==> config.mk <==
export PLATFORM = sky130hd
export DESIGN_NAME = streaming_row_softmax
export DESIGN_NICKNAME = d
export VERILOG_FILES = /design/src/rtl/srs_pkg.sv /design/src/rtl/srs_ram.sv /design/src/rtl/srs_div.sv /design/src/rtl/srs_ctrl.sv /design/src/rtl/srs_dp.sv /design/src/rtl/streaming_row_softmax.sv
export SDC_FILE = /design/constraint.sdc
export NUM_CORES = 2
export LEC_CHECK = 0
export BUFFER_PORTS_ARGS = -buffer_cell sky130_fd_sc_hd__buf_4
export CAP_MARGIN = 20
export CORE_MARGIN = 2
export CORE_UTILIZATION = 30
export DETAILED_ROUTE_END_ITERATION = 6
export SLEW_MARGIN = 20
export SYNTH_ARGS = -nofsm -noshare
export SYNTH_HDL_FRONTEND = slang
export SYNTH_HIERARCHICAL = 1
export SYNTH_SLANG_ARGS = --single-unit
==> constraint.sdc <==
create_clock -name clk -period 10.65 [get_ports clk]
set_clock_uncertainty 0.05 [all_clocks]
set_input_delay 0.5325 -clock clk [delete_from_list [all_inputs] [get_ports clk]]
set_output_delay 0.5325 -clock clk [all_outputs]
set_load 0.05 [all_outputs]
==> src/rtl/srs_pkg.sv <==
package srs_pkg;

  // Controller states, one-hot
  typedef enum logic [8:0] {
    S_IDLE = 9'b000000001,
    S_CHK  = 9'b000000010,
    S_CONV = 9'b000000100,
    S_UPD  = 9'b000001000,
    S_ACC  = 9'b000010000,
    S_RD   = 9'b000100000,
    S_RDW  = 9'b001000000,
    S_DIVQ = 9'b010000000,
    S_OUT  = 9'b100000000
  } state_t;

  // Commands from controller to datapath
  typedef struct packed {
    logic take;
    logic chk;
    logic conv_start;
    logic upd;
    logic acc;
    logic rd;
    logic q_start;
    logic emit;
  } cmd_t;

  // Status from datapath to controller
  typedef struct packed {
    logic       is_score;
    logic       need_conv;
    logic       can_read;
    logic       div_done;
    logic       div_busy;
    logic       out_full;
    logic [1:0] pending;
  } stat_t;

  localparam int          VT_WIDTH  = 7;
  localparam logic [6:0]  VT_RESET  = 7'd64;
  localparam logic        ADDR_VT   = 1'b0;
  localparam int          EXP_LOW   = -4080;
  localparam logic [63:0] EXP_STEP  = 64'd4034748382;

  typedef logic [15:0] rom_t [256];

  // Build exp(-i/16) in Q8.8 from the fixed-point recurrence
  function automatic rom_t build_exp_rom();
    rom_t         r;
    logic [127:0] a;
    logic [127:0] t;
    a = 128'd1 << 32;
    for (int i = 0; i < 256; i++) begin
      t    = (a + (128'd1 << 23)) >> 24;
      r[i] = t[15:0];
      a    = (a * {64'd0, EXP_STEP} + (128'd1 << 31)) >> 32;
    end
    return r;
  endfunction

  localparam rom_t EXP_ROM = build_exp_rom();

endpackage

==> src/rtl/srs_ram.sv <==
module srs_ram #(
  parameter int WIDTH = 16,
  parameter int DEPTH = 128
) (
  input  logic                     clk,
  input  logic                     we,
  input  logic [$clog2(DEPTH)-1:0] waddr,
  input  logic [WIDTH-1:0]         wdata,
  input  logic                     re,
  input  logic [$clog2(DEPTH)-1:0] raddr,
  output logic [WIDTH-1:0]         rdata
);

  logic [WIDTH-1:0] mem [DEPTH];

  // Write port and registered read port
  always_ff @(posedge clk) begin
    if (we) begin
      mem[waddr] <= wdata;
    end
    if (re) begin
      rdata <= mem[raddr];
    end
  end

endmodule

==> src/rtl/srs_div.sv <==
module srs_div #(
  parameter int NW = 23,
  parameter int DW = 16
) (
  input  logic          clk,
  input  logic          rst,
  input  logic          start,
  input  logic [NW-1:0] num,
  input  logic [DW-1:0] den,
  output logic [NW-1:0] quo,
  output logic          busy,
  output logic          done
);

  localparam int CW = $clog2(NW + 1);

  logic [DW-1:0] rem;
  logic [DW-1:0] dreg;
  logic [CW-1:0] cnt;
  logic [DW:0]   shl;
  logic [DW:0]   dif;
  logic          ge;

  // One restoring step per cycle
  assign shl = {rem, quo[NW-1]};
  assign dif = shl - {1'b0, dreg};
  assign ge  = shl >= {1'b0, dreg};

  always_ff @(posedge clk) begin
    if (rst) begin
      busy <= 1'b0;
      done <= 1'b0;
      cnt  <= '0;
    end else begin
      done <= 1'b0;
      if (start) begin
        busy <= 1'b1;
        cnt  <= CW'(NW);
      end else if (busy) begin
        cnt <= cnt - 1'b1;
        if (cnt == CW'(1)) begin
          busy <= 1'b0;
          done <= 1'b1;
        end
      end
    end
  end

  // Load operands, then shift quotient bits in
  always_ff @(posedge clk) begin
    if (start) begin
      quo  <= num;
      dreg <= den;
      rem  <= '0;
    end else if (busy) begin
      quo <= {quo[NW-2:0], ge};
      rem <= ge ? dif[DW-1:0] : shl[DW-1:0];
    end
  end

endmodule

==> src/rtl/srs_ctrl.sv <==
module srs_ctrl (
  input  logic          clk,
  input  logic          rst,
  input  logic          in_valid,
  output logic          in_ready,
  input  srs_pkg::stat_t stat,
  output srs_pkg::cmd_t  cmd
);

  import srs_pkg::*;

  state_t state;
  state_t state_next;

  assign in_ready = (state == S_IDLE);

  // Sequence one request through check, optional convert and update, then read, divide and emit when a row waits
  always_comb begin
    state_next = state;
    cmd        = '0;
    unique case (state)
      S_IDLE: begin
        if (in_valid) begin
          cmd.take   = 1'b1;
          state_next = S_CHK;
        end
      end
      S_CHK: begin
        cmd.chk = 1'b1;
        if (!stat.is_score) begin
          state_next = stat.can_read ? S_RD : S_IDLE;
        end else if (stat.need_conv) begin
          cmd.conv_start = 1'b1;
          state_next     = S_CONV;
        end else begin
          state_next = S_UPD;
        end
      end
      S_CONV: begin
        if (stat.div_done) begin
          state_next = S_UPD;
        end
      end
      S_UPD: begin
        cmd.upd    = 1'b1;
        state_next = S_ACC;
      end
      S_ACC: begin
        cmd.acc    = 1'b1;
        state_next = stat.can_read ? S_RD : S_IDLE;
      end
      S_RD: begin
        cmd.rd     = 1'b1;
        state_next = S_RDW;
      end
      S_RDW: begin
        cmd.q_start = 1'b1;
        state_next  = S_DIVQ;
      end
      S_DIVQ: begin
        if (stat.div_done) begin
          state_next = S_OUT;
        end
      end
      S_OUT: begin
        if (!stat.out_full) begin
          cmd.emit   = 1'b1;
          state_next = S_IDLE;
        end
      end
      default: state_next = S_IDLE;
    endcase
  end

  always_ff @(posedge clk) begin
    if (rst) begin
      state <= S_IDLE;
    end else begin
      state <= state_next;
    end
  end

endmodule

==> src/rtl/srs_dp.sv <==
module srs_dp #(
  parameter int ROW_LEN   = 64,
  parameter int SCORE_DIV = 8,
  parameter int FIX_WIDTH = 16
) (
  input  logic                   clk,
  input  logic                   rst,
  input  srs_pkg::cmd_t          cmd,
  output srs_pkg::stat_t         stat,
  input  logic                   op,
  input  logic [31:0]            score_bits,
  input  logic [6:0]             valid_tokens,
  output logic                   out_valid,
  input  logic                   out_ready,
  output logic [31:0]            prob_bits,
  output logic                   last_in_row
);

  import srs_pkg::*;

  localparam int FW   = FIX_WIDTH;
  localparam int NW   = FW + 7;
  localparam int PW   = (ROW_LEN > 1) ? $clog2(ROW_LEN) : 1;
  localparam int DW   = (FW + 1 > 14) ? FW + 1 : 14;
  localparam int CW   = (PW > 7) ? PW : 7;
  localparam int AW   = PW + 1;
  localparam int CVW  = FW + 6;
  localparam int NCH  = (CVW + 15) / 16;
  localparam int PADW = NCH * 16;

  localparam logic signed [FW-1:0] FMAX  = {1'b0, {(FW-1){1'b1}}};
  localparam logic signed [FW-1:0] FMIN  = {1'b1, {(FW-1){1'b0}}};
  localparam logic signed [FW-1:0] MASKV = (FW < 16) ? FMIN : FW'(-32768);
  localparam logic [NW-1:0]        QMAX  = {{(NW-FW+1){1'b0}}, {(FW-1){1'b1}}};
  localparam logic [NW-1:0]        QMIN  = QMAX + 1'b1;
  localparam logic [PW-1:0]        LASTP = PW'(ROW_LEN - 1);
  localparam logic [28:0]          RECIP =
    29'(((64'd1 << 28) + 64'(SCORE_DIV) - 64'd1) / 64'(SCORE_DIV));

  // Table exponential of a non-positive difference
  function automatic logic [8:0] exp_of(input logic signed [DW-1:0] d);
    logic [DW-1:0] nd;
    logic [15:0]   v;
    nd = -d;
    if (d < DW'(EXP_LOW)) begin
      v = EXP_ROM[255];
    end else if (d >= 0) begin
      v = EXP_ROM[0];
    end else begin
      v = EXP_ROM[nd[11:4]];
    end
    return v[8:0];
  endfunction

  // Captured request
  logic        op_r;
  logic [31:0] bits_r;
  logic        can_read_r;
  logic        masked_r;

  // Row state
  logic signed [FW-1:0] x;
  logic signed [FW-1:0] rmax;
  logic [FW-1:0]        rsum;
  logic [PW-1:0]        wpos;
  logic [PW-1:0]        rpos;
  logic                 wbank;
  logic                 rbank;
  logic [1:0]           pending;
  logic signed [FW-1:0] row_max [2];
  logic [FW-1:0]        row_sum [2];
  logic [FW+8:0]        prod;
  logic [8:0]           ev;

  // Score decode
  logic [7:0]        fe;
  logic [22:0]       ff;
  logic              nan;
  logic              inf;
  logic [23:0]       m;
  logic signed [9:0] shv;
  logic [9:0]        shk;
  logic [NW+23:0]    vw;
  logic              big;
  logic [CVW-1:0]    conv_num;

  assign fe  = bits_r[30:23];
  assign ff  = bits_r[22:0];
  assign nan = (fe == 8'hff) && (ff != '0);
  assign inf = (fe == 8'hff) && (ff == '0);
  assign m   = {fe != 8'd0, ff};
  assign shv = $signed({2'b00, (fe != 8'd0) ? fe : 8'd1}) - 10'sd142;
  assign shk = -shv;

  // Align mantissa to an integer, clip magnitudes that saturate anyway
  always_comb begin
    vw  = '0;
    big = inf;
    if (m != '0) begin
      if (!shv[9]) begin
        if (int'(shv) >= NW) begin
          big = 1'b1;
        end else begin
          vw = {{NW{1'b0}}, m} << shv[8:0];
        end
      end else if (shk < 10'd24) begin
        vw = {{NW{1'b0}}, m} >> shk;
      end
    end
    if (|vw[NW+23:NW]) begin
      big = 1'b1;
    end
    conv_num = (big || (|vw[NW+23:CVW])) ? {CVW{1'b1}} : vw[CVW-1:0];
  end

  // Divide the aligned score by SCORE_DIV, sixteen bits a cycle by reciprocal
  logic [PADW-1:0] cv_sh;
  logic [PADW-1:0] cv_quo;
  logic [5:0]      cv_rem;
  logic [1:0]      cv_cnt;
  logic            cv_busy;
  logic            cv_done;
  logic [21:0]     cv_t;
  logic [50:0]     cv_prod;
  logic [15:0]     cv_qd;
  logic [21:0]     cv_r;

  assign cv_t    = {cv_rem, cv_sh[PADW-1 -: 16]};
  assign cv_prod = 51'(cv_t) * 51'(RECIP);
  assign cv_qd   = cv_prod[43:28];
  assign cv_r    = cv_t - 22'(cv_qd) * 22'(SCORE_DIV);

  always_ff @(posedge clk) begin
    if (rst) begin
      cv_busy <= 1'b0;
      cv_done <= 1'b0;
      cv_cnt  <= '0;
    end else begin
      cv_done <= 1'b0;
      if (cmd.conv_start) begin
        cv_busy <= 1'b1;
        cv_cnt  <= 2'(NCH);
      end else if (cv_busy) begin
        cv_cnt <= cv_cnt - 2'd1;
        if (cv_cnt == 2'd1) begin
          cv_busy <= 1'b0;
          cv_done <= 1'b1;
        end
      end
    end
  end

  // Load the score, then shift out one quotient digit per cycle
  always_ff @(posedge clk) begin
    if (cmd.conv_start) begin
      cv_sh  <= PADW'(conv_num);
      cv_quo <= '0;
      cv_rem <= '0;
    end else if (cv_busy) begin
      cv_sh  <= cv_sh << 16;
      cv_quo <= (cv_quo << 16) | PADW'(cv_qd);
      cv_rem <= cv_r[5:0];
    end
  end

  // Probability divider
  logic [NW-1:0] div_q;
  logic          div_busy;
  logic          div_done;
  logic [NW-1:0] div_num;
  logic [FW-1:0] div_den;
  logic [FW-1:0] rdata;
  logic [8:0]    e_rd;
  logic signed [DW-1:0] d_rd;

  assign d_rd    = DW'(signed'(rdata)) - DW'(row_max[rbank]);
  assign e_rd    = exp_of(d_rd);
  assign div_num = NW'({e_rd, 8'h00});
  assign div_den = row_sum[rbank];

  srs_div #(.NW(NW), .DW(FW)) u_div (
    .clk   (clk),
    .rst   (rst),
    .start (cmd.q_start),
    .num   (div_num),
    .den   (div_den),
    .quo   (div_q),
    .busy  (div_busy),
    .done  (div_done)
  );

  // Row buffer, two banks
  logic [FW-1:0] ram_rd;

  srs_ram #(.WIDTH(FW), .DEPTH(2 ** AW)) u_ram (
    .clk   (clk),
    .we    (cmd.upd),
    .waddr ({wbank, wpos}),
    .wdata (x),
    .re    (cmd.rd),
    .raddr ({rbank, rpos}),
    .rdata (ram_rd)
  );

  assign rdata = ram_rd;

  // Update terms
  logic signed [DW-1:0] d_up;
  logic                 gt;
  logic [8:0]           e_up;
  logic [8:0]           scale;
  logic [FW+1:0]        sum_raw;
  logic [FW-1:0]        sum_new;

  assign d_up    = gt ? DW'(rmax) - DW'(x) : DW'(x) - DW'(rmax);
  assign gt      = x > rmax;
  assign e_up    = exp_of(d_up);
  assign scale   = gt ? e_up : 9'd256;
  assign sum_raw = {1'b0, prod[FW+8:8]} + (FW+2)'(ev);
  assign sum_new = (sum_raw > (FW+2)'(FMAX)) ? FMAX : sum_raw[FW-1:0];

  // Quotient to float32
  logic [8:0]  q9;
  logic [3:0]  msb;
  logic [31:0] mt;
  logic [31:0] fbits;

  assign q9 = div_q[8:0];

  always_comb begin
    msb = '0;
    for (int i = 0; i < 9; i++) begin
      if (q9[i]) begin
        msb = 4'(i);
      end
    end
    mt    = 32'(q9) << (5'd23 - 5'(msb));
    fbits = (q9 == '0) ? 32'd0 : {1'b0, 8'(msb) + 8'd119, mt[22:0]};
  end

  // Capture request and hold row state
  always_ff @(posedge clk) begin
    if (cmd.take) begin
      op_r       <= op;
      bits_r     <= score_bits;
      can_read_r <= pending != 2'd0;
      masked_r   <= CW'(wpos) >= CW'(valid_tokens);
    end
    if (cmd.chk) begin
      x <= masked_r ? MASKV : '0;
    end
    if (cv_done) begin
      if (bits_r[31]) begin
        x <= (cv_quo > PADW'(QMIN)) ? FMIN : -signed'(cv_quo[FW-1:0]);
      end else begin
        x <= (cv_quo > PADW'(QMAX)) ? FMAX : signed'(cv_quo[FW-1:0]);
      end
    end
    if (cmd.upd) begin
      prod <= rsum * scale;
      ev   <= gt ? 9'd256 : e_up;
    end
  end

  always_ff @(posedge clk) begin
    if (rst) begin
      rmax       <= MASKV;
      rsum       <= '0;
      wpos       <= '0;
      rpos       <= '0;
      wbank      <= 1'b0;
      rbank      <= 1'b0;
      pending    <= '0;
      row_max[0] <= MASKV;
      row_max[1] <= MASKV;
      row_sum[0] <= '0;
      row_sum[1] <= '0;
      out_valid  <= 1'b0;
    end else begin
      // Raise the running max
      if (cmd.upd && gt) begin
        rmax <= x;
      end
      // Accumulate, close the row at its end
      if (cmd.acc) begin
        if (wpos == LASTP) begin
          wpos           <= '0;
          row_max[wbank] <= rmax;
          row_sum[wbank] <= sum_new;
          rmax           <= MASKV;
          rsum           <= '0;
          wbank          <= ~wbank;
          if (pending != 2'd2) begin
            pending <= pending + 2'd1;
          end
        end else begin
          wpos <= wpos + 1'b1;
          rsum <= sum_new;
        end
      end
      // Advance the read side on emit
      if (cmd.emit) begin
        if (rpos == LASTP) begin
          rpos  <= '0;
          rbank <= ~rbank;
          if (pending != 2'd0) begin
            pending <= pending - 2'd1;
          end
        end else begin
          rpos <= rpos + 1'b1;
        end
      end
      if (cmd.emit) begin
        out_valid <= 1'b1;
      end else if (out_ready) begin
        out_valid <= 1'b0;
      end
    end
  end

  // Output register
  always_ff @(posedge clk) begin
    if (cmd.emit) begin
      prob_bits   <= fbits;
      last_in_row <= rpos == LASTP;
    end
  end

  assign stat.is_score  = !op_r;
  assign stat.need_conv = !op_r && !masked_r && !nan;
  assign stat.can_read  = can_read_r;
  assign stat.div_done  = div_done | cv_done;
  assign stat.div_busy  = div_busy | cv_busy;
  assign stat.out_full  = out_valid && !out_ready;
  assign stat.pending   = pending;

endmodule

==> src/rtl/streaming_row_softmax.sv <==
// Channel   | Signals                                   | Request carries
// ----------+-------------------------------------------+----------------------------
// input     | in_valid, in_ready                        | op, score_bits
// output    | out_valid, out_ready                      | prob_bits, last_in_row
// config    | psel, penable, pwrite, paddr, pwdata, ... | valid_tokens at 0x0
//
// One request at a time. A score passes through the check, the reciprocal divide
// by SCORE_DIV at 16 bits a cycle and the update and accumulate states; a masked
// or NaN score skips the divide, and a flush goes from check to idle or read.
// A request that emits then reads the row buffer, runs the restoring probability
// division and waits while the output register holds a result not taken.
// Synchronous reset clears control state; the row buffer needs no clearing.
// A new request is taken while a finished result waits in the output register.
module streaming_row_softmax #(
  parameter int ROW_LEN   = 64,
  parameter int SCORE_DIV = 8,
  parameter int FIX_WIDTH = 16
) (
  input  logic        clk,
  input  logic        rst,
  input  logic        in_valid,
  output logic        in_ready,
  input  logic        op,
  input  logic [31:0] score_bits,
  output logic        out_valid,
  input  logic        out_ready,
  output logic [31:0] prob_bits,
  output logic        last_in_row,
  input  logic        psel,
  input  logic        penable,
  input  logic        pwrite,
  input  logic [2:0]  paddr,
  input  logic [31:0] pwdata,
  output logic [31:0] prdata,
  output logic        pready
);

  import srs_pkg::*;

  cmd_t       cmd;
  stat_t      stat;
  logic [6:0] valid_tokens;

  // Configuration register
  assign pready = 1'b1;
  assign prdata = (paddr[2] == ADDR_VT) ? {25'd0, valid_tokens} : 32'd0;

  always_ff @(posedge clk) begin
    if (rst) begin
      valid_tokens <= VT_RESET;
    end else if (psel && penable && pwrite && pready && paddr[2] == ADDR_VT) begin
      valid_tokens <= pwdata[VT_WIDTH-1:0];
    end
  end

  srs_ctrl u_ctrl (
    .clk      (clk),
    .rst      (rst),
    .in_valid (in_valid),
    .in_ready (in_ready),
    .stat     (stat),
    .cmd      (cmd)
  );

  srs_dp #(
    .ROW_LEN   (ROW_LEN),
    .SCORE_DIV (SCORE_DIV),
    .FIX_WIDTH (FIX_WIDTH)
  ) u_dp (
    .clk          (clk),
    .rst          (rst),
    .cmd          (cmd),
    .stat         (stat),
    .op           (op),
    .score_bits   (score_bits),
    .valid_tokens (valid_tokens),
    .out_valid    (out_valid),
    .out_ready    (out_ready),
    .prob_bits    (prob_bits),
    .last_in_row  (last_in_row)
  );

  // Only one request is in flight
  a_one_req: assert property (@(posedge clk) disable iff (rst)
    in_valid && in_ready |=> !in_ready)
    else $error("request taken while another is in flight");

  // Between requests at most one complete row waits to be read
  a_pending: assert property (@(posedge clk) disable iff (rst)
    in_ready |-> stat.pending != 2'd2)
    else $error("both row banks pending between requests");

  // Divider is idle whenever a new request may enter
  a_div_idle: assert property (@(posedge clk) disable iff (rst)
    in_ready |-> !stat.div_busy)
    else $error("divider busy while idle");

endmodule

Word level (Yosys, flattened, before mapping)
Memory sizes are Yosys's and may differ from the RTL's. A register that Yosys moved wholly into a read port is not among the register bits.
Cells that the tools add are included.
Widths: inputs -> output; s select.
{ "word_totals": {"mem_count": 5, "ff_bits": 300, "ram_bits": 2112, "wordCells": 242, "rom_bits": 8192, "inputBits": 75, "output_inout_bits": 68} }
{ "mem_list": {"columns": ["memory", "depth", "word_bits", "read_ports", "rd_clocked_by_memory_dff", "write_ports", "line", "source"], "rows": [
  ["(no name shown)", 256, 16, 1, 0, 0, "srs_dp.sv:50", "v = EXP_ROM[nd[11:4]];"],
  ["(no name shown)", 256, 16, 1, 0, 0, "srs_dp.sv:50", null],
  ["u_dp.u_ram.mem", 128, 16, 1, 1, 1, "srs_ram.sv:14", "logic [WIDTH-1:0] mem [DEPTH];"],
  ["u_dp.row_max", 2, 16, 1, 1, 2, "srs_dp.sv:70", "logic signed [FW-1:0] row_max [2];"],
  ["u_dp.row_sum", 2, 16, 1, 1, 2, "srs_dp.sv:71", "logic [FW-1:0] row_sum [2];"]
]} }
{ "op_classes": {"n_mul": 1, "magnitude_cmp": 14, "eq_ne": 19, "n_mux": 102, "n_bitwise": 9, "n_addsub": 19, "shift": 3, "reduce_logical": 35} }
{ "ops": {"columns": ["cell", "count"], "rows": [
  ["$mux 16", 14],
  ["$mux 47", 4],
  ["$mux 9", 14],
  ["$pmux 9 s9", 1],
  ["$mux 22", 3],
  ["$mux 17", 3],
  ["$sub 16x16->17", 3],
  ["$shl 24x9->47", 1],
  ["$shr 24x10->47", 1],
  ["$mux 1", 39],
  ["$ge 17x1->1 const B", 2],
  ["$lt 17x13->1 const B", 2],
  ["$gt 32x15->1 const B", 1],
  ["$gt 32x16->1 const B", 1],
  ["$or 32x16->32", 1],
  ["$reduce_or 16->1", 2],
  ["$mul 16x9->25", 1],
  ["$reduce_or 25->1", 1],
  ["$neg 12->12", 2],
  ["$reduce_bool 24->1", 1],
  ["$reduce_or 24->1", 1],
  ["$logic_not 23->1", 1],
  ["$reduce_bool 23->1", 1],
  ["$shl 9x5->23", 1],
  ["53 further kinds", 101]
]} }

Depth between registers and ports, before layout
{ "logic_depth": {"depth_word": 13, "ltp_mapped": 42, "ltp_nobuf": 40} }

Modules after synthesis
The synthesis kept the hierarchy.
{ "modules_own_cells": {"columns": ["mod", "instances", "cells_per_inst", "area_each_um2", "seq_area_each_um2"], "rows": [
  ["srs_ram", 1, 3086, 78683.0, 61979.4],
  ["srs_dp", 1, 2857, 24553.5, 7777.5],
  ["srs_div", 1, 339, 3493.4, 1631.6],
  ["srs_ctrl", 1, 73, 619.3, 180.2],
  ["streaming_row_softmax", 1, 66, 581.8, 140.1]
]} }

Worst setup path after synthesis
No wires, ideal clock.
{ "synth_path": {"kind": "reg-to-reg", "from": "register u_dp.x[1]", "to": "register u_dp.prod[23], data pin", "setup_slack_ns": 0.222, "path_stages_with_launch": 37, "t_required_ns": 10.338, "setup_time_ns": 0.262, "path_buffers": 3, "synth_period_minus_slack_ns": 10.428, "arrival_ns": 10.116, "path_cell_list": "edfxtp_1 inv_1 ha_1 nor2b_1 o2111ai_1 a21bo_1 nand3_1 nand2_1 clkbuf_1 mux2_2 ha_1 clkbuf_1 nand2_1 o221ai_1 a21oi_1 o32ai_1 o21a_1 and2_0 clkbuf_1 nand2_1 fa_1 inv_1 fa_1 fa_1 fa_1 ha_1 a21o_1 a21o_1 a21o_1 a21oi_1 nor2b_1 o21ai_0 nand2b_1 a21oi_1 inv_1 a211oi_1 xnor2_1"} }
{ "synth_via": {"elab_chain_len": 11, "word_cells_on_any_way": 15, "classes_between": "add/sub: 3; mul: 1; order compare: 3; mux: 6; bitwise: 1; memory: 1"} }
{ "synth_rtl": {"columns": ["item", "line", "source"], "rows": [
  ["from (decl)", "srs_dp.sv:62", "logic signed [FW-1:0] x;"],
  ["from (signal assigned)", "srs_dp.sv:250", "x <= masked_r ? MASKV : '0;"],
  ["from (signal assigned)", "srs_dp.sv:254", "x <= (cv_quo > PADW'(QMIN)) ? FMIN : -signed'(cv_quo[FW-1:0]);"],
  ["from (signal assigned)", "srs_dp.sv:256", "x <= (cv_quo > PADW'(QMAX)) ? FMAX : signed'(cv_quo[FW-1:0]);"],
  ["$sub 16x16->17 / $gt 16x16->1 (equally long branches)", "srs_dp.sv:215, srs_dp.sv:216", null],
  ["$mux 17", "srs_dp.sv:215", "assign d_up = gt ? DW'(rmax) - DW'(x) : DW'(x) - DW'(rmax);"],
  ["$neg 12->12", "srs_dp.sv:44", "nd = -d;"],
  ["$not 8->9 (not written as such)", "srs_dp.sv:50", null],
  ["$mem_v2 256x16", null, null],
  ["$mux 9 (not written as such) (2 in a row)", "srs_dp.sv:50", null],
  ["$mux 9", "srs_dp.sv:47", "end else if (d >= 0) begin"],
  ["$mux 9", "srs_dp.sv:45", "if (d < DW'(EXP_LOW)) begin"],
  ["$mux 9 (*)", "srs_dp.sv:218", "assign scale = gt ? e_up : 9'd256;"],
  ["$mul 16x9->25 (*)", "srs_dp.sv:260", "prod <= rsum * scale;"],
  ["to (signal assigned)", "srs_dp.sv:260", null],
  ["to (decl)", "srs_dp.sv:72", "logic [FW+8:0] prod;"]
]} }
Every way passes the cells marked *; elsewhere a longest branch is shown, timed or not. The select of a mux whose other input is x is not followed.
A chain may end at the register's enable or synchronous reset.

Worst setup path after layout
Same ends and word-level chain as after synthesis.

==> flow_metrics.tcl <==
set metrics [dict create \
    grt_pass1_wl_um 407200 \
    p_switching_mw 5.024 \
    area_growth_pct 14.90 \
    crit_path_end_kind "flop" \
    p_seq_share_pct 50.0 \
    clock_path_buffers 4 \
    rsz0062_at_grt "no" \
    layout_commonest_cell "edfxtp_1" \
    fin_ws_ns 0.8358 \
    fin_cells 11710 \
    fmax_ghz 0.1019 \
    dr.pass1.iters 6 \
    gr-usage-all-layers_pct 14.97 \
    dieArea_mm2 0.3646 \
    synth_area_mm2 0.1079 \
    vdd_ir_drop_max_mv 0.1581 \
    slew_violations 0 \
    status "finished clean" \
    gp_congestion 0.8395 \
    hp-class "primary input to flop" \
    fillers 33680 \
    cellInternalPower_mw 16.46 \
    cp-startpoint "u_dp/x[1]" \
    wire_per_inst_um 23.69 \
    grt_pass1_vias 60450 \
    cts_root_buf "clkbuf_16" \
    cp_max_fo 16 \
    drive_gt1_share_pct 22.50 \
    critPathLaunchType "flop" \
    max_stage_delay_ns 0.75 \
    layout_common_cells "edfxtp_1 (2296), mux4_2 (678), nor2_1 (459)" \
    start_util_pct 30.09 \
    power_density_mw_per_mm2 173.2 \
    h-tree-depth 5 \
    ant_nets 0 \
    viasPerCell 5.128 \
    pwr-share-comb_pct 8.4 \
    clock_latency_ns 0.95 \
    crit_type "flop to flop" \
    syn_inst 6420 \
    vias 60060 \
    die_x_um 603.8 \
    period_share_pct 92.15 \
    pre_cts_slack_ns 0.7944 \
    ioPinCount 143 \
    utilization_pct 34.57 \
    die_y_um 603.8 \
    cts_tree "built" \
    drt_iter0_markers 6738 \
    dp_cells 11190 \
    setup_violations 0 \
    tns_ns 0 \
    drc_errors 0 \
    pwr-share-clk_pct 41.6 \
    cts_resized 0 \
    crit_arrival_ns 10.39 \
    hpwl_um 170100 \
    power_mw 21.48 \
    core_area_mm2 0.3587 \
    leakage_nw 39.80 \
    numCtsBuffers 277 \
    worst_pin_slew_ns 1.085 \
    grt_max_degree 127 \
    wirelength_um 277400 \
    swShare_pct 23.39 \
    avgSynthCellArea_um2 16.81 \
    port_buffers 88 \
    yosysWarnings 6 \
    timing.critical_path.slowest_stage_cell "a2111oi_1" \
    postCtsSetupBuffers 0 \
    fp-row-count 220 \
    slew_headroom_pct 27.37 \
    nNetsFinal 7065 \
    grt_antenna_before_repair 14 \
    fin_crit_ns 9.814 \
    grt-ovfl-total 0 \
    r2r_start "u_dp/x[1]" \
    critPathRequiredTime_ns 11.23 \
    cap_violations 0 \
    ctsHoldBuffers 41 \
    min_from "rst" \
    hold_viol_final 0 \
    clock-sinks 2434 \
    clkTransAtPathRegs_ns 0.06 \
]
layout make-up:
| type | count | area (um^2) | share of cell area (%) |
|---|---|---|---|
| Timing Repair Buffer | 379 | 3064 | 2.471 |
| Sequential cell | 2434 | 71730 | 57.84 |
| Antenna cell | 7 | 17.52 | 0.01413 |
| Clock inverter | 127 | 1044 | 0.8415 |
| Inverter | 218 | 818.3 | 0.6599 |
| Clock buffer | 344 | 7362 | 5.937 |
| Tap cell | 4773 | 5972 | 4.816 |
| Multi-Input combinational cell | 3430 | 34000 | 27.42 |
power by group through the flow:
stage	clock network, mW	logic, mW	registers, mW
after global placement	0	1.72	10.9
after detailed placement	0	1.75	10.9
final	8.93	1.80	10.7
after global routing	9.49	1.98	10.8
after floorplan	0	1.18	11.0
after CTS	9.13	1.77	10.7
worst max-delay path: cells and delay by family, from the launching register on:
| family | cells | cell delay, ns |
|---|---|---|
| xor gates and xnor gates | 1 | 0.14 |
| AOI/OAI and AO/OA | 8 | 2.85 |
| buffers and inverters | 5 | 0.67 |
| adders and majority gates | 7 | 3.12 |
| DFF | 1 | 0.45 |
| and+or+nand+nor | 10 | 2.21 |
flip-flops by register name, summed over array words and instances, names as in the netlist, 9 cells and up, named ones only:
signal / count
u_dp/u_ram/rdata: 16
u_dp/bits_r: 32
u_dp/row_sum: 32
u_dp/u_ram/mem: 2048
u_dp/row_max: 32
u_dp/x: 16
u_dp/u_div/rem: 16
u_dp/rmax: 16
u_ctrl/state: 9
u_dp/prod: 17
u_dp/u_div/quo: 23
u_dp/cv_sh: 32
u_dp/ev: 9
u_dp/u_div/dreg: 16
u_dp/rsum: 16
u_dp/cv_quo: 32
u_dp/prob_bits: 29
metrics by stage:
stage	hold WS (ns)	area, um^2
global placement	0.4136	115100
detailed placement	0.4191	115100
CTS	0.02742	123900
finish	0.09535	124000
global route	0.09031	124000
floorplan	0.4005	108100
worst paths after layout:
kind	end	slack, ns	depth (start not counted)
setup / recovery	u_dp/prod[23]	0.84	31
hold / removal	u_dp/u_div/busy	0.1	2
setup reg to reg	u_dp/prod[23]	0.84	31
hold reg to reg	u_dp/rmax[10]	0.43	2
routing by layer:
metal	vias up	share of wire, %	global-route usage [%]
li1	25820	-	-
met1	31550	42	20.28
met2	2279	49	25.01
met3	405	7.1	2.357
met4	0	2.3	3.910
met5	-	0	0
Note: power is estimated with default switching activity, not from simulation.
